**config.mk**
```make
export PLATFORM = sky130hd
export DESIGN_NAME = pcsenc_scrambler
export DESIGN_NICKNAME = d
export VERILOG_FILES = /design/src/hdl/pcsenc_pkg.sv /design/src/hdl/pcsenc_scrambler.sv
export SDC_FILE = /design/constraint.sdc
export NUM_CORES = 1
export LEC_CHECK = 0
export ABC_AREA = 1
export BUFFER_PORTS_ARGS = -buffer_cell sky130_fd_sc_hd__buf_2
export CAP_MARGIN = 20
export CORE_ASPECT_RATIO = 1.2
export CORE_UTILIZATION = 52
export DETAILED_ROUTE_END_ITERATION = 7
export PLACE_DENSITY = 0.89
export SLEW_MARGIN = 0
export SYNTH_ARGS = -nofsm -noshare
export SYNTH_HDL_FRONTEND = slang
export SYNTH_SLANG_ARGS = --single-unit
```
**constraint.sdc**
```tcl
create_clock -name clock -period 2.72 [get_ports clock]
set_input_delay 0.272 -clock clock [delete_from_list [all_inputs] [get_ports clock]]
set_output_delay 0.272 -clock clock [all_outputs]
set_load 0.05 [all_outputs]
```
**src/hdl/pcsenc_pkg.sv**
```systemverilog
package pcsenc_pkg;

   localparam int BYTE_W     = 8;
   localparam int SYNC_W     = 2;
   localparam int BLOCK_W    = 64;
   localparam int SEED_W     = 58;
   localparam int CSR_IDX_W  = 2;
   localparam int CSR_DATA_W = SEED_W;
   localparam int IDLE_CNT_W = 6;

   localparam logic [SYNC_W-1:0] SYNC_CTRL = 2'd1;
   localparam logic [SYNC_W-1:0] SYNC_DATA = 2'd2;

   localparam logic [CSR_IDX_W-1:0] CSR_IDLE_GAP = 2'd0;
   localparam logic [CSR_IDX_W-1:0] CSR_SEED     = 2'd1;

   localparam logic [7:0] MIN_GAP   = 8'd12;
   localparam logic [7:0] BLOCK_LEN = 8'd8;

   localparam logic [SEED_W-1:0] SEED_RESET = {SEED_W{1'b1}};

   localparam logic [7:0] TYPE_IDLE   = 8'h1e;
   localparam logic [7:0] TYPE_START3 = 8'h33;
   localparam logic [7:0] TYPE_START7 = 8'h78;

   localparam logic [7:0] TERM_TYPE [8] = '{8'h87, 8'h99, 8'haa, 8'hb4,
                                            8'hcc, 8'hd2, 8'he1, 8'hff};

   typedef enum logic [1:0] {
      PH_WAIT,
      PH_START3,
      PH_START7,
      PH_DATA
   } phase_type;

   typedef enum logic [1:0] {
      SQ_READY,
      SQ_PICK,
      SQ_SCRAM,
      SQ_HOLD
   } seq_state_type;

   typedef struct packed {
      logic              gap_load;
      logic [7:0]        gap;
      logic              seed_load;
      logic [SEED_W-1:0] seed;
   } cfg_type;

   typedef struct packed {
      logic [IDLE_CNT_W-1:0] idle_cnt;
      logic                  mid_go;
      logic [SYNC_W-1:0]     mid_hdr;
      logic [BLOCK_W-1:0]    mid_pay;
      logic                  term_go;
      logic [BLOCK_W-1:0]    term_pay;
   } plan_type;

   typedef struct packed {
      logic               start;
      logic [BLOCK_W-1:0] payload;
   } scr_req_type;

   typedef struct packed {
      logic               done;
      logic [BLOCK_W-1:0] result;
   } scr_rsp_type;

endpackage

```
**src/hdl/pcsenc_scrambler.sv**
```systemverilog
module pcsenc_scrambler import pcsenc_pkg::*; (
   input  logic        clock,
   input  logic        reset,
   input  cfg_type     cfg,
   input  scr_req_type req,
   output scr_rsp_type rsp
);

   logic [SEED_W-1:0]  s_ff;
   logic [SEED_W-1:0]  s_in;
   logic [BLOCK_W-1:0] data_ff;
   logic [BLOCK_W-1:0] data_in;
   logic [2:0]         step_ff;
   logic               busy_ff;
   logic [7:0]         ob;
   logic [SEED_W-1:0]  s_w;

   // scramble one byte, LSB first
   always_comb begin
      s_w = s_ff;
      ob  = '0;
      for (int i = 0; i < 8; i++) begin
         ob[i] = data_ff[i] ^ s_w[38] ^ s_w[57];
         s_w   = {s_w[SEED_W-2:0], ob[i]};
      end
      s_in    = s_w;
      data_in = {ob, data_ff[BLOCK_W-1:8]};
   end

   assign rsp.done   = busy_ff && (step_ff == 3'd7);
   assign rsp.result = data_in;

   always_ff @(posedge clock) begin
      if (reset) begin
         s_ff    <= SEED_RESET;
         busy_ff <= 1'b0;
         step_ff <= '0;
      end else if (cfg.seed_load) begin
         s_ff    <= cfg.seed;
         busy_ff <= 1'b0;
         step_ff <= '0;
      end else if (req.start) begin
         busy_ff <= 1'b1;
         step_ff <= '0;
      end else if (busy_ff) begin
         s_ff    <= s_in;
         step_ff <= step_ff + 3'd1;
         busy_ff <= (step_ff != 3'd7);
      end
   end

   always_ff @(posedge clock) begin
      if (req.start) begin
         data_ff <= req.payload;
      end else if (busy_ff) begin
         data_ff <= data_in;
      end
   end

endmodule

```
==> reports/results.ini <==
[synthesis]
synth.area.mux_share_pct = 0
synthCells = 777
synth-seq-cells = 126
yosysSeqAreaShare_pct = 49.4
avgSynthCellArea_um2 = 8.25
yosys.area_share.simple_pct = 33.0
synth_nets = 914
yosys.area.top_type = edfxtp_1
synth_top_family_by_area = simple AND/OR/NAND/NOR gates
yosysWarnings = 0
synthXorXnorAreaFrac_pct = 0.137
synth_compound_area_share_pct = 4.12
synth_top_area_share_pct = 30.0
synth.distinct_cells = 24
synth.area.top_cells = edfxtp_1 30%, nand2_1 20%, dfxtp_1 19%
syn_area_um2 = 6410
synthAdderAreaFrac_pct = 0.391

[clocking]
cts_buffers = 17
clockBufferDepth = 2
ctsHoldBuffers = 0
postCtsSetupBuffers = 0
cts_tree = yes
postCtsResizedCells = 0
clockRootBuffer = clkbuf_16
cts_sinks = 126
htreeDepth = 4
clk_latency_ps = 420
path_clk_slew_ps = 60

[critical_path]
criticalPathCategory = flip-flop to flip-flop
crit_path_end_kind = flip-flop
crit_fanout = 50
arrival_ps = 2270
rrSetupSlack_ps = 800
reg2reg_from = busy_ff$_SDFF_PP0_
cp.required_ps = 3070
cp-start-kind = flip-flop
startpoint = busy_ff$_SDFF_PP0_

[place]
dp_slack_ps = 555
gp_congestion = 0.809
port_buffers = 190
dp_hpwl_um = 10800

[die]
design.die.area_um2 = 12800
die_h_um = 124
row_count = 44
pin_count = 200
fp.dieW_um = 103
start_util_pct = 53.1
core_area_um2 = 12100

[global_route]
grt_overflow = 0
track_usage_pct = 24.8
grt_antenna_before_repair = 0
grt_pass1_wl_um = 23200
grt_start_max_net_pins = 67
grt_pass1_vias = 4945

[final_layout]
syn_to_final_growth_pct = 17.3
final_nets = 1030
antenna_cells = 0
drive_gt1_share_pct = 32.1

[routing]
wl_per_cell_um = 14.5
drt-initial-drc-count = 287
dr.pass1.iters = 7
drt-vias-per-instance = 5.03
num_vias = 5363
wl_um = 15500
antenna_left = 0
route.detailed.drc = 0

[sta]
period_share_pct = 70.6
clock.fmax_ghz = 0.521
timing.slew.headroom_pct = 43.5
finClkSkew_ps = 9.36
fin_hold_ws_ps = 87.4
finalHoldViolations = 0
post-route-min-period_ps = 1920
worst-slew-pin-transition_ps = 848
rsz0062_at_grt = false
setup_tns_ps = 0
fin_ws_ps = 800
setup_viol = 0
slew_viol_final = 0

[hold_path]
min_path_type = input port to flip-flop
min_from = cfg[16]

[outcome]
status = finished clean

[run]
maxCapViolCount = 0

[pwr]
max-vdd-ir-drop_v = 0.000485
p_leak_nw = 3.80
power_density_nw_per_um2 = 744

## cells by family (layout without fill, tap and decap cells)
family	after synthesis	count (layout)
xor gates and xnor gates	1	1
adders and majority gates	2	2
and+or+nand+nor	463	463
buffers and inverters	133	262
DFF	126	126
AOI/OAI and AO/OA	52	52
## cell usage after synthesis
library cell and number:
nand2_8 1, ha_1 2, nand3_1 51, nor2_8 1, buf_2 15, o21ai_0 2
clkbuf_1 12, inv_1 33, edfxtp_1 64, inv_2 3, a21oi_1 47, nand3_2 30
and2_1 8, dfxtp_1 62, nor2_1 2, buf_6 2, buf_12 3, nand2_1 340
xnor2_1 1, nand2_2 30, buf_8 1, buf_1 1, buf_4 63, a31oi_1 3
## layer usage
| metal | track usage (%) | wire length [um] | vias to the layer above | share of wire [%] |
|---|---|---|---|---|
| met5 | 0 | 0 | - | 0 |
| met4 | 11.6 | 485 | 0 | 3.1 |
| met3 | 7.01 | 1110 | 38 | 7.2 |
| met2 | 42.4 | 7870 | 247 | 51 |
| met1 | 28.6 | 6040 | 2420 | 39 |
| li1 | - | - | 2658 | - |
## area by class of cell
type                    count  area [um2]
flip-flops and latches    126        3160
multi-input cells         518        2410
fillers                   981        4540
inverters                  36         135
well taps                 161         201
clock inverters            11         129
clock buffers              21         482
repair buffers            194         993
## metrics by stage
step	instances	area (um2)	util (%)	total power, mW
after global routing	1067	7520	62.4	5.77
after global placement	1035	6910	57.3	3.28
after detailed placement	1035	6910	57.3	3.30
after CTS	1067	7520	62.4	5.60
final	1067	7520	62.4	5.59
after floorplan	777	6410	-	3.12
## sequential cells by signal, summed over array words and instances, names as in the netlist
| signal | flops |
|---|---|
| data_ff | 64 |
| s_ff | 58 |
| step_ff | 3 |
| busy_ff | 1 |
## power by group
group	total [mW]	leakage (nW)	internal (mW)	switching, mW
Combinational	0.981	2.34	0.271	0.710
Sequential	2.30	1.16	2.18	0.110
Clock	2.32	0.300	1.46	0.855
## worst paths after layout
| kind | endpoint | cells past startpoint |
|---|---|---|
| worst max-delay path | s_ff[17]$_SDFFE_PP1P_ | 5 |
| worst min-delay path | s_ff[16]$_SDFFE_PP1P_ | 3 |
| worst max register to register | s_ff[17]$_SDFFE_PP1P_ | 5 |
| worst min register to register | s_ff[18]$_SDFFE_PP1P_ | 2 |
## cell usage in the layout (no fill, tap or decap), types with 3 or more instances in the layout
cell and count:
clkinv_4 3, inv_2 4, buf_2 190, a31oi_1 3
nand2_1 340, inv_1 32, a21oi_1 47, clkbuf_16 18
and2_1 8, edfxtp_1 64, nand2_2 30, buf_4 3
dfxtp_1 62, nand3_1 51, nand3_2 30
## critical path, stage by stage (launching register included)
cell     delay [ps]
dfxtp_1         410
nand2_8         170
nand2_1         280
inv_2           700
nand2_1         170
nand3_1         120
Note: power is estimated with default switching activity, not from simulation.
