**config.mk**
```make
export PLATFORM = sky130hd
export DESIGN_NAME = pcsenc_framer
export DESIGN_NICKNAME = d
export VERILOG_FILES = /design/src/hdl/pcsenc_pkg.sv /design/src/hdl/pcsenc_framer.sv
export SDC_FILE = /design/constraint.sdc
export NUM_CORES = 1
export LEC_CHECK = 0
export BUFFER_PORTS_ARGS = -buffer_cell sky130_fd_sc_hd__buf_2
export CAP_MARGIN = 20
export CELL_PAD_IN_SITES_DETAIL_PLACEMENT = 1
export CELL_PAD_IN_SITES_GLOBAL_PLACEMENT = 2
export CORE_MARGIN = 1.5
export CORE_UTILIZATION = 29
export CTS_CLUSTER_SIZE = 8
export DETAILED_ROUTE_END_ITERATION = 7
export PLACE_DENSITY_LB_ADDON = 0.2
export SLEW_MARGIN = 20
export SYNTH_ARGS = -nofsm -noshare
export SYNTH_HDL_FRONTEND = slang
export SYNTH_SLANG_ARGS = --single-unit
```
**constraint.sdc**
```tcl
create_clock -name clock -period 6.3 [get_ports clock]
set_clock_uncertainty 0.1 [all_clocks]
set_input_delay 0 -clock clock [delete_from_list [all_inputs] [get_ports clock]]
set_output_delay 0 -clock clock [all_outputs]
set_load 0.01 [all_outputs]
```
**src/hdl/pcsenc_pkg.sv**
```systemverilog
package pcsenc_pkg;

   localparam int BYTE_W     = 8;
   localparam int SYNC_W     = 2;
   localparam int BLOCK_W    = 64;
   localparam int SEED_W     = 58;
   localparam int CSR_IDX_W  = 2;
   localparam int CSR_DATA_W = SEED_W;
   localparam int IDLE_CNT_W = 6;

   localparam logic [SYNC_W-1:0] SYNC_CTRL = 2'd1;
   localparam logic [SYNC_W-1:0] SYNC_DATA = 2'd2;

   localparam logic [CSR_IDX_W-1:0] CSR_IDLE_GAP = 2'd0;
   localparam logic [CSR_IDX_W-1:0] CSR_SEED     = 2'd1;

   localparam logic [7:0] MIN_GAP   = 8'd12;
   localparam logic [7:0] BLOCK_LEN = 8'd8;

   localparam logic [SEED_W-1:0] SEED_RESET = {SEED_W{1'b1}};

   localparam logic [7:0] TYPE_IDLE   = 8'h1e;
   localparam logic [7:0] TYPE_START3 = 8'h33;
   localparam logic [7:0] TYPE_START7 = 8'h78;

   localparam logic [7:0] TERM_TYPE [8] = '{8'h87, 8'h99, 8'haa, 8'hb4,
                                            8'hcc, 8'hd2, 8'he1, 8'hff};

   typedef enum logic [1:0] {
      PH_WAIT,
      PH_START3,
      PH_START7,
      PH_DATA
   } phase_type;

   typedef enum logic [1:0] {
      SQ_READY,
      SQ_PICK,
      SQ_SCRAM,
      SQ_HOLD
   } seq_state_type;

   typedef struct packed {
      logic              gap_load;
      logic [7:0]        gap;
      logic              seed_load;
      logic [SEED_W-1:0] seed;
   } cfg_type;

   typedef struct packed {
      logic [IDLE_CNT_W-1:0] idle_cnt;
      logic                  mid_go;
      logic [SYNC_W-1:0]     mid_hdr;
      logic [BLOCK_W-1:0]    mid_pay;
      logic                  term_go;
      logic [BLOCK_W-1:0]    term_pay;
   } plan_type;

   typedef struct packed {
      logic               start;
      logic [BLOCK_W-1:0] payload;
   } scr_req_type;

   typedef struct packed {
      logic               done;
      logic [BLOCK_W-1:0] result;
   } scr_rsp_type;

endpackage

```
**src/hdl/pcsenc_framer.sv**
```systemverilog
module pcsenc_framer import pcsenc_pkg::*; (
   input  logic              clock,
   input  logic              reset,
   input  cfg_type           cfg,
   input  logic              accept,
   input  logic [BYTE_W-1:0] data_byte,
   input  logic              frame_end,
   output plan_type          plan
);

   logic [7:0]         gap_ff;
   logic [7:0]         pending_ff;
   logic [7:0]         pending_in;
   phase_type          phase_ff;
   phase_type          phase_in;
   logic [BLOCK_W-1:0] word_ff;
   logic [BLOCK_W-1:0] word_in;
   logic [2:0]         cnt_ff;
   logic [2:0]         cnt_in;
   logic               phase0;
   logic [2:0]         rem;
   phase_type          ph;
   logic [BLOCK_W-1:0] w0;
   logic [BLOCK_W-1:0] w1;
   logic [2:0]         c0;
   logic [3:0]         c1;
   logic [2:0]         left;

   always_comb begin
      phase0 = (phase_ff == PH_WAIT);
      rem    = pending_ff[2:0];
      plan   = '0;
      if (phase0) begin
         plan.idle_cnt = {1'b0, pending_ff[7:3]} + {5'd0, (rem >= 3'd5)};
         ph = ((rem != 3'd0) && (rem <= 3'd4)) ? PH_START3 : PH_START7;
         w0 = '0;
         c0 = '0;
         pending_in = '0;
      end else begin
         ph = phase_ff;
         w0 = word_ff;
         c0 = cnt_ff;
         pending_in = pending_ff;
      end
      w1 = w0 | ({{(BLOCK_W-BYTE_W){1'b0}}, data_byte} << {c0, 3'b000});
      c1 = {1'b0, c0} + 4'd1;

      phase_in      = ph;
      word_in       = w1;
      cnt_in        = c1[2:0];
      plan.mid_hdr  = SYNC_CTRL;
      plan.mid_pay  = w1;

      case (ph)
         PH_START3: begin
            if (c1 >= 4'd3) begin
               plan.mid_go  = 1'b1;
               plan.mid_pay = {w1[23:0], 32'd0, TYPE_START3};
               phase_in     = PH_DATA;
               word_in      = '0;
               cnt_in       = '0;
               plan.term_go = frame_end;
            end
         end
         PH_START7: begin
            if (c1 >= 4'd7) begin
               plan.mid_go  = 1'b1;
               plan.mid_pay = {w1[55:0], TYPE_START7};
               phase_in     = PH_DATA;
               word_in      = '0;
               cnt_in       = '0;
               plan.term_go = frame_end;
            end
         end
         default: begin
            if (c1[3]) begin
               plan.mid_go  = 1'b1;
               plan.mid_hdr = SYNC_DATA;
               word_in      = '0;
               cnt_in       = '0;
            end
            plan.term_go = frame_end;
         end
      endcase

      left          = cnt_in;
      plan.term_pay = {word_in[55:0], TERM_TYPE[left]};
      if (plan.term_go) begin
         phase_in   = PH_WAIT;
         word_in    = '0;
         cnt_in     = '0;
         pending_in = gap_ff - BLOCK_LEN + {5'd0, left};
      end
   end

   always_ff @(posedge clock) begin
      if (reset) begin
         gap_ff     <= MIN_GAP;
         pending_ff <= MIN_GAP;
         phase_ff   <= PH_WAIT;
         cnt_ff     <= '0;
      end else if (cfg.gap_load) begin
         gap_ff     <= cfg.gap;
         pending_ff <= cfg.gap;
      end else if (accept) begin
         pending_ff <= pending_in;
         phase_ff   <= phase_in;
         cnt_ff     <= cnt_in;
      end
   end

   always_ff @(posedge clock) begin
      if (accept) begin
         word_ff <= word_in;
      end
   end

endmodule

```
==> out/metrics.csv <==
metric,value,unit
instances_no_fill,988,
internal_power,1.144,mW
cp_top_family,compound AO/OA/AOI/OAI gates,
p_sw,0.4736,mW
port_buffers,157,
period_needed,4.930,ns
setup_tns,0,ns
critical_path.slowest_cell,dfxtp_1,
synth_top_area_cell,edfxtp_1,
pre_cts_slack,1.448,ns
drc,0,
ys_seq_area_share,44.08,%
syn2layout_area_growth,26.63,%
clkSlewWorstSetupHoldPaths,0.06,ns
fin_util,37.46,%
syn_nets,701,
clock_latency,0.36,ns
vias_per_cell,5.514,
critPathMaxStageDelay,0.66,ns
placedInstanceArea,6210,um^2
post-cts-setup-buffer-count,0,
die_w,138.4,um
cts_hold_buf,17,
grt_antenna_before_repair,0,
final_common_cell,buf_2,
drt_first_pass_iters,5,
synth_top_cell_area_share,36.17,%
finalPower,1.617,mW
drv_slew,0,
holdWs,0.04984,ns
cts-htree-levels,3,
drive_above_1_share,27.54,%
setup_viol,0,
final_hold_viol_count,0,
critPathBufInv,2,
netlist_area,5314,um^2
num_antenna_cells,0,
finalWirelength,22320,um
fin_area,6729,um^2
p_leak,2.981,nW
synthDistinctLibCells,63,
synthTopCellsByArea,"edfxtp_1, nor2_1, dfxtp_1",
ir_drop,0.1421,mV
async_flop_share,0,%
worstPathArrival,5.11,ns
synthFlopType,edfxtp_1,
status,completed,
drv_cap,0,
crit_fanout,58,
finalNetCount,842,
fmax,202.8,MHz
switching_share,29.28,%
cts_buffers,9,
io_pins,218,
ant_nets,0,
worst_pin_slew,1.107,ns
die_height,138.4,um
grt_setup_unrepaired,no,
vias,5448,
cts.repair.resized,0,
crit_path_end_kind,register,
core,17960,um^2
gp_congestion,0.8338,
final_cell_mix,"buf_2, nor2_1, edfxtp_1",
grt-ovfl-total,0,
cp_cell_sequence,"or2_2, buf_4, and2_1, ha_1, xor2_2, a32o_1, a21oi_2, nor2_1, ha_1, inv_1, fa_1, o21ai_0, nor3_1, xnor2_1, o311a_1, nor3_1",
synth_area_per_cell,8.669,um^2
hpwl,16110,um
clock_sinks,85,
relSlewSlack,25.55,%
cts_root_buf,clkbuf_16,
finalWorstSetupSlack,1.370,ns
dr.first_iter.drc_count,462,
grt_max_degree,65,
seqPwrFrac,41.0,%
clkPwrFrac,39.2,%
required,6.48,ns
initial_core_util,29.58,%
cts_tree,yes,
core.rowCount,49,
power_density,240.3,nW/um^2
final.period_utilization,78.25,%
netlist_instances,613,
yosys_warnings,0,
grt_pass1_vias,5266,
ys_seq_elements,85,
cp-start-kind,register,
track_usage,22.85,%
hp-class,primary input to register,
worst-setup-path-type,register to register,
combPwrFrac,19.7,%
grt_pass1_wl,33470,um
synth_edf_count,64,
cts_max_path_buffers,2,
wl_per_cell,22.59,um
dp_cells,955,
dieArea,19140,um^2
==> synth_stat cells, types with 8 or more instances <==
cell,n
a21boi_0,10
a21oi_1,32
a221o_1,8
a22oi_1,34
buf_1,12
buf_2,9
clkbuf_1,24
dfxtp_1,21
edfxtp_1,64
inv_1,11
nand2_1,54
nand3_1,8
nor2_1,133
nor3_1,8
o21ai_0,32
o22ai_1,26
or2_2,10
xnor2_1,8
==> final cells by class <==
class                           instances  area [um^2]
Tap cell                              229        286.5
Timing Repair Buffer                  181         1008
Clock buffer                           10        229.0
Fill cell                            2180        11230
Sequential cell                        85         2342
Inverter                               13        48.80
Clock inverter                          6        110.1
Multi-Input combinational cell        464         2704
==> power by group through the flow <==
stage | Clock, mW | Combinational (mW) | Sequential, mW
floorplan | 0 | 0.186 | 0.667
global placement | 0 | 0.305 | 0.674
detailed placement | 0 | 0.309 | 0.676
CTS | 0.642 | 0.319 | 0.663
global route | 0.658 | 0.346 | 0.668
finish | 0.634 | 0.319 | 0.664
==> kinds of logic after synthesis <==
family | share of synthesized area [%]
AO/OA/AOI/OAI | 24.68
XOR/XNOR | 2.284
adder cells (fa/ha/maj) | 2.025
buffers and inverters | 5.368
flip-flops | 44.08
multiplexers | 0.3768
other | 0.07057
AND/OR/NAND/NOR | 21.12
==> state kept, by name, summed over array words and instances, names as in the netlist <==
name	count
cnt_ff	3
gap_ff	8
pending_ff	8
phase_ff	2
word_ff	64
==> worst paths after layout <==
path | endpoint | from | depth (start not counted) | slack, ns
max | pending_ff[6] | phase_ff[1] | 16 | 1.37
min | pending_ff[0] | cfg[67] | 3 | 0.05
max reg2reg | pending_ff[6] | phase_ff[1] | 16 | 1.37
min reg2reg | pending_ff[3] | pending_ff[3] | 2 | 0.41
==> metal layers <==
layer / GRT usage (%) / share of wire (%) / up-vias
met5: 0 / 0 / -
met4: 4.765 / 0.93 / 0
met3: 4.053 / 5.9 / 18
met2: 34.04 / 44 / 188
met1: 34.46 / 49 / 2726
li1: - / - / 2516
==> worst min-delay path: stages <==
cell and delay (ns):
buf_2 0.23, nand2_1 0.13, a31oi_1 0.08
Note: power is estimated with default switching activity, not from simulation.
