### src/hdl/pcsenc_pkg.sv
package pcsenc_pkg;

   localparam int BYTE_W     = 8;
   localparam int SYNC_W     = 2;
   localparam int BLOCK_W    = 64;
   localparam int SEED_W     = 58;
   localparam int CSR_IDX_W  = 2;
   localparam int CSR_DATA_W = SEED_W;
   localparam int IDLE_CNT_W = 6;

   localparam logic [SYNC_W-1:0] SYNC_CTRL = 2'd1;
   localparam logic [SYNC_W-1:0] SYNC_DATA = 2'd2;

   localparam logic [CSR_IDX_W-1:0] CSR_IDLE_GAP = 2'd0;
   localparam logic [CSR_IDX_W-1:0] CSR_SEED     = 2'd1;

   localparam logic [7:0] MIN_GAP   = 8'd12;
   localparam logic [7:0] BLOCK_LEN = 8'd8;

   localparam logic [SEED_W-1:0] SEED_RESET = {SEED_W{1'b1}};

   localparam logic [7:0] TYPE_IDLE   = 8'h1e;
   localparam logic [7:0] TYPE_START3 = 8'h33;
   localparam logic [7:0] TYPE_START7 = 8'h78;

   localparam logic [7:0] TERM_TYPE [8] = '{8'h87, 8'h99, 8'haa, 8'hb4,
                                            8'hcc, 8'hd2, 8'he1, 8'hff};

   typedef enum logic [1:0] {
      PH_WAIT,
      PH_START3,
      PH_START7,
      PH_DATA
   } phase_type;

   typedef enum logic [1:0] {
      SQ_READY,
      SQ_PICK,
      SQ_SCRAM,
      SQ_HOLD
   } seq_state_type;

   typedef struct packed {
      logic              gap_load;
      logic [7:0]        gap;
      logic              seed_load;
      logic [SEED_W-1:0] seed;
   } cfg_type;

   typedef struct packed {
      logic [IDLE_CNT_W-1:0] idle_cnt;
      logic                  mid_go;
      logic [SYNC_W-1:0]     mid_hdr;
      logic [BLOCK_W-1:0]    mid_pay;
      logic                  term_go;
      logic [BLOCK_W-1:0]    term_pay;
   } plan_type;

   typedef struct packed {
      logic               start;
      logic [BLOCK_W-1:0] payload;
   } scr_req_type;

   typedef struct packed {
      logic               done;
      logic [BLOCK_W-1:0] result;
   } scr_rsp_type;

endpackage

### src/hdl/pcsenc_seq.sv
module pcsenc_seq import pcsenc_pkg::*; (
   input  logic               clock,
   input  logic               reset,
   input  logic               item_valid,
   output logic               item_ready,
   input  plan_type           plan,
   output scr_req_type        scr_req,
   input  scr_rsp_type        scr_rsp,
   output logic               out_valid,
   input  logic               out_ready,
   output logic [SYNC_W-1:0]  out_hdr,
   output logic [BLOCK_W-1:0] out_payload,
   output logic               out_last
);

   seq_state_type         state_ff;
   seq_state_type         state_in;
   logic [IDLE_CNT_W-1:0] idle_left_ff;
   logic                  mid_go_ff;
   logic [SYNC_W-1:0]     mid_hdr_ff;
   logic [BLOCK_W-1:0]    mid_pay_ff;
   logic                  term_go_ff;
   logic [BLOCK_W-1:0]    term_pay_ff;
   logic [SYNC_W-1:0]     hdr_ff;
   logic                  last_ff;
   logic                  rsp_valid_ff;
   logic [SYNC_W-1:0]     rsp_hdr_ff;
   logic [BLOCK_W-1:0]    rsp_pay_ff;
   logic                  rsp_last_ff;
   logic                  have_idle;
   logic                  any_block;
   logic [BLOCK_W-1:0]    sel_pay;
   logic [SYNC_W-1:0]     sel_hdr;
   logic                  sel_last;
   logic                  accept;
   logic                  out_take;

   assign have_idle = (idle_left_ff != '0);
   assign any_block = have_idle || mid_go_ff || term_go_ff;
   assign accept    = item_valid && item_ready;
   assign out_take  = rsp_valid_ff && out_ready;

   always_comb begin
      if (have_idle) begin
         sel_pay  = {{(BLOCK_W-8){1'b0}}, TYPE_IDLE};
         sel_hdr  = SYNC_CTRL;
         sel_last = (idle_left_ff == 6'd1) && !mid_go_ff && !term_go_ff;
      end else if (mid_go_ff) begin
         sel_pay  = mid_pay_ff;
         sel_hdr  = mid_hdr_ff;
         sel_last = !term_go_ff;
      end else begin
         sel_pay  = term_pay_ff;
         sel_hdr  = SYNC_CTRL;
         sel_last = 1'b1;
      end
   end

   always_comb begin
      state_in = state_ff;
      case (state_ff)
         SQ_READY: if (item_valid) state_in = SQ_PICK;
         SQ_PICK:  state_in = any_block ? SQ_SCRAM : SQ_READY;
         SQ_SCRAM: if (scr_rsp.done) state_in = SQ_HOLD;
         SQ_HOLD:  if (out_take) state_in = SQ_PICK;
         default:  state_in = SQ_READY;
      endcase
   end

   always_comb begin
      item_ready      = (state_ff == SQ_READY);
      scr_req.start   = (state_ff == SQ_PICK) && any_block;
      scr_req.payload = sel_pay;
   end

   always_ff @(posedge clock) begin
      if (reset) begin
         state_ff     <= SQ_READY;
         idle_left_ff <= '0;
         mid_go_ff    <= 1'b0;
         term_go_ff   <= 1'b0;
         rsp_valid_ff <= 1'b0;
      end else begin
         state_ff <= state_in;
         if (accept) begin
            idle_left_ff <= plan.idle_cnt;
            mid_go_ff    <= plan.mid_go;
            term_go_ff   <= plan.term_go;
         end else if (scr_req.start) begin
            if (have_idle) begin
               idle_left_ff <= idle_left_ff - 6'd1;
            end else if (mid_go_ff) begin
               mid_go_ff <= 1'b0;
            end else begin
               term_go_ff <= 1'b0;
            end
         end
         if (scr_rsp.done) begin
            rsp_valid_ff <= 1'b1;
         end else if (out_take) begin
            rsp_valid_ff <= 1'b0;
         end
      end
   end

   always_ff @(posedge clock) begin
      if (accept) begin
         mid_hdr_ff  <= plan.mid_hdr;
         mid_pay_ff  <= plan.mid_pay;
         term_pay_ff <= plan.term_pay;
      end
      if (scr_req.start) begin
         hdr_ff  <= sel_hdr;
         last_ff <= sel_last;
      end
      if (scr_rsp.done) begin
         rsp_hdr_ff  <= hdr_ff;
         rsp_pay_ff  <= scr_rsp.result;
         rsp_last_ff <= last_ff;
      end
   end

   assign out_valid   = rsp_valid_ff;
   assign out_hdr     = rsp_hdr_ff;
   assign out_payload = rsp_pay_ff;
   assign out_last    = rsp_last_ff;

endmodule

### config.mk
export PLATFORM = sky130hd
export DESIGN_NAME = pcsenc_seq
export DESIGN_NICKNAME = d
export VERILOG_FILES = /design/src/hdl/pcsenc_pkg.sv /design/src/hdl/pcsenc_seq.sv
export SDC_FILE = /design/constraint.sdc
export NUM_CORES = 1
export LEC_CHECK = 0
export BUFFER_PORTS_ARGS = -buffer_cell sky130_fd_sc_hd__buf_2
export CAP_MARGIN = 15
export CORE_MARGIN = 2
export CORE_UTILIZATION = 25
export CTS_BUF_LIST = sky130_fd_sc_hd__clkbuf_8
export DETAILED_ROUTE_END_ITERATION = 6
export GPL_ROUTABILITY_DRIVEN = 0
export SYNTH_ARGS = -nofsm -noshare
export SYNTH_HDL_FRONTEND = slang
export SYNTH_SLANG_ARGS = --single-unit
export TNS_END_PERCENT = 100
### constraint.sdc
create_clock -name clock -period 4.6 [get_ports clock]
set_clock_uncertainty 0.2 [all_clocks]
set_input_delay 0.69 -clock clock [delete_from_list [all_inputs] [get_ports clock]]
set_output_delay 0.69 -clock clock [all_outputs]
set_load 0.03 [all_outputs]
==> summary.md <==
| Metric | Value |
|---|---|
| Met2 WL | 9570 um |
| Min cycle time layout | 3.48 ns |
| Total power | 4.92 mW |
| Setup violations, final | 0 |
| Vert. Die Dim | 179 um |
| Vias in the first global route | 5058 |
| Synthesized net count | 638 |
| Hold depth | 1 |
| Largest net degree at the start of global routing | 67 |
| CTS buffer count | 37 |
| Dpl hpwl | 14200 um |
| DR WL met3 | 2270 um |
| # port buffers | 340 |
| WL final | 19600 um |
| Grt ovf | 0 |
| Fin crit share | 75.7% |
| WP data arrival | 2.59 ns |
| Top sig layer | met4 |
| Peak supply drop | 0.239 mV |
| Commonest cells post-synth | 200 x edfxtp_1, 67 x nor2_1, 66 x mux2i_1 |
| Max stage delay cell, worst path | nor4_2 |
| CP peak stage delay | 0.42 ns |
| Required time of the critical path | 3.71 ns |
| DR vias/cell | 4.11 |
| Met1 Routed Length | 7190 um |
| I/O pin cnt | 341 |
| CTS clk-pin slew, worst paths | 0.06 ns |
| Iter 0 DRT Violations | 128 |
| Max cap viols | 0 |
| Ys Warns | 0 |
| Hold Buf Count CTS | 0 |
| Slew @ Worst Pin | 0.870 ns |
| Initial Util | 25.6% |
| Layout cell share with drive strength beyond 1 | 48.3% |
| Die ar. | 31900 sq um |
| Yosys top cell area share | 78.8% |
| Reg-to-reg startpoint | state_ff[0] |
| Pre-antenna DRT Iters | 4 |
| Syn_area_per_cell | 17.9 sq um |
| Setup Buffers After CTS | 0 |
| Worst hold path startpoint | scr_rsp[30] |
| Critical Path Start Type | flip-flop |
| Clock Tree Buf Depth | 3 |
| Cell family with the largest share of critical-path delay | simple AND/OR/NAND/NOR gates |
| Layout area overhead | 37.4% |
| Total GRT Usage | 11.6% |
| Post-synth EDFFs | 200 |
| Setup crit end kind | primary output |
| CP Max Fanout | 45 |
| RR Endpoint | mid_pay_ff[34] |
| Largest cells by area after synthesis | edfxtp_1 79%, mux2i_1 8.7%, nor2_1 3.3% |
| Fill cells | 2926 |
| Post-Syn Area | 7620 sq um |
| H-tree Lvls | 2 |
| Total core area | 29800 sq um |
| WP depth | 5 |
| Routed Antenna Nets | 0 |
| Final Max Slew Viols | 0 |
| Final core occ | 35.2% |
| Worst Reg-to-Reg Cells | 5 |
| Final Non-Filler Cells | 1206 |
| WHS Endpoint | out_payload[30] |
| Top_reg_cell synth | edfxtp_1 |
| FMAX | 0.287 GHz |
| Row cnt | 63 |
| Crit path buffers/inverters | 2 |
| Final Hold Fails | 0 |
| Vias | 4959 |
| Net count, final | 1005 |
| Resized Gates After CTS | 0 |
| Dominant cell type by area after synthesis | edfxtp_1 |
| Cell Chain, Critical Path | nor4_2 -> nand2_2 -> buf_4 -> nor2_1 -> buf_2 |
| CTS tree | done |
| PnR worst setup slack | 1.12 ns |
| FFs w/ async S/R, synth | 0% |
| Pre-CTS WS | 1.54 ns |
| Setup CP Type | reg2out |
| Initial antenna violation count | 0 |
| Dpl cells | 1143 |
| Setup TNS Final | 0 ns |
| WL per Instance | 16.3 um |
| Outcome | finished, final reports clean |
| Leakage | 4.29 nW |
| Post-synthesis sequential area ratio | 81.7% |
| Flop-to-flop setup slack | 1.91 ns |
| Slew margin rel. | 42.0% |
| First-pass GRT wire length | 27600 um |
| RSZ-0062 raised after global routing | no |
| Sink Count | 211 |
| Most common cell in the synthesized netlist | edfxtp_1 |
| Width of the chip | 179 um |
| Synth Register Bits | 211 |
| Pwr/cell area | 470 nW/um^2 |
| Hold/Removal Path Class | in2reg |
| Worst skew pair latency | 0.51 ns |
| DRC errors left | 0 |
| Cell variety after synth | 31 |
| Synth Instances | 425 |
| Root buf cell | clkbuf_8 |
| Antenna fix cells | 0 |
## per-stage QoR
step                cell area [sq um]  hold slack (ns)
floorplan                        7620            0.200
CTS                             10500           0.0842
global placement                 9810            0.215
global route                    10500           0.0957
finish                          10500            0.144
detailed placement               9810            0.205
## worst register-to-register path: stages, from the launching register on
cell and delay [ns]:
dfxtp_1 0.34, inv_1 0.09, ha_1 0.19, nand2_1 0.27, inv_4 0.73, buf_4 0.52
## sequential cells by signal, summed over array words and instances (netlist names)
| register | flops |
|---|---|
| hdr_ff | 2 |
| idle_left_ff | 6 |
| last_ff | 1 |
| mid_go_ff | 1 |
| mid_hdr_ff | 2 |
| mid_pay_ff | 64 |
| out_hdr | 2 |
| out_last | 1 |
| out_payload | 64 |
| out_valid | 1 |
| state_ff | 2 |
| term_go_ff | 1 |
| term_pay_ff | 64 |
## cell usage in the layout, fill, tap and decap left out, types with 2 or more instances in the layout
master    instances
buf_2           340
edfxtp_1        200
nor2_1           67
mux2i_1          66
clkbuf_8         39
inv_1            21
nand2_1          11
dfxtp_1          10
a21oi_1           7
ha_1              6
clkinv_1          6
a211oi_1          4
nor3_1            4
clkinv_2          3
buf_4             3
nand2b_1          2
o31a_1            2
o21ai_0           2
buf_12            2
## worst max path at each step
| stage | end | start | slack [ns] |
|---|---|---|---|
| finish | scr_req[58] | idle_left_ff[2] | 1.12 |
| global route | scr_req[58] | idle_left_ff[5] | 0.86 |
| CTS | scr_req[58] | idle_left_ff[5] | 0.95 |
| detailed placement | scr_req[58] | idle_left_ff[2] | 1.54 |
| global placement | scr_req[58] | idle_left_ff[2] | 1.62 |
| floorplan | mid_hdr_ff[0] | state_ff[0] | 0.44 |
## metal layers
metal / global-route usage, % / vias to the layer above
met4: 4.84 / 0
met2: 20.6 / 297
li1: - / 2339
met5: 0 / -
met1: 12.1 / 2272
met3: 4.67 / 51
## logic make-up after synthesis
family | after synthesis | synth area share (%)
adders and majority gates | 6 | 0.985
AOI/OAI and AO/OA | 23 | 2.10
and+or+nand+nor | 92 | 5.09
DFF | 211 | 81.7
muxes | 66 | 8.67
buffers and inverters | 26 | 1.38
xor gates and xnor gates | 1 | 0.115
## where the power goes
part	internal, mW	total, mW	switching [mW]	leakage [nW]
Clock	0.834	1.56	0.730	0.385
Sequential	2.32	2.39	0.0719	2.01
Combinational	0.290	0.969	0.679	1.89
## area by class of cell
type / count / area (sq um) / share of cell area (%)
clock buffers: 39 / 537 / 5.12
clock inverters: 24 / 124 / 1.18
inverters: 9 / 36.3 / 0.346
multi-input cells: 188 / 1290 / 12.4
flip-flops and latches: 211 / 6230 / 59.5
well taps: 390 / 488 / 4.66
repair buffers: 345 / 1760 / 16.8
No activity file was read; power rests on OpenSTA's default activity.
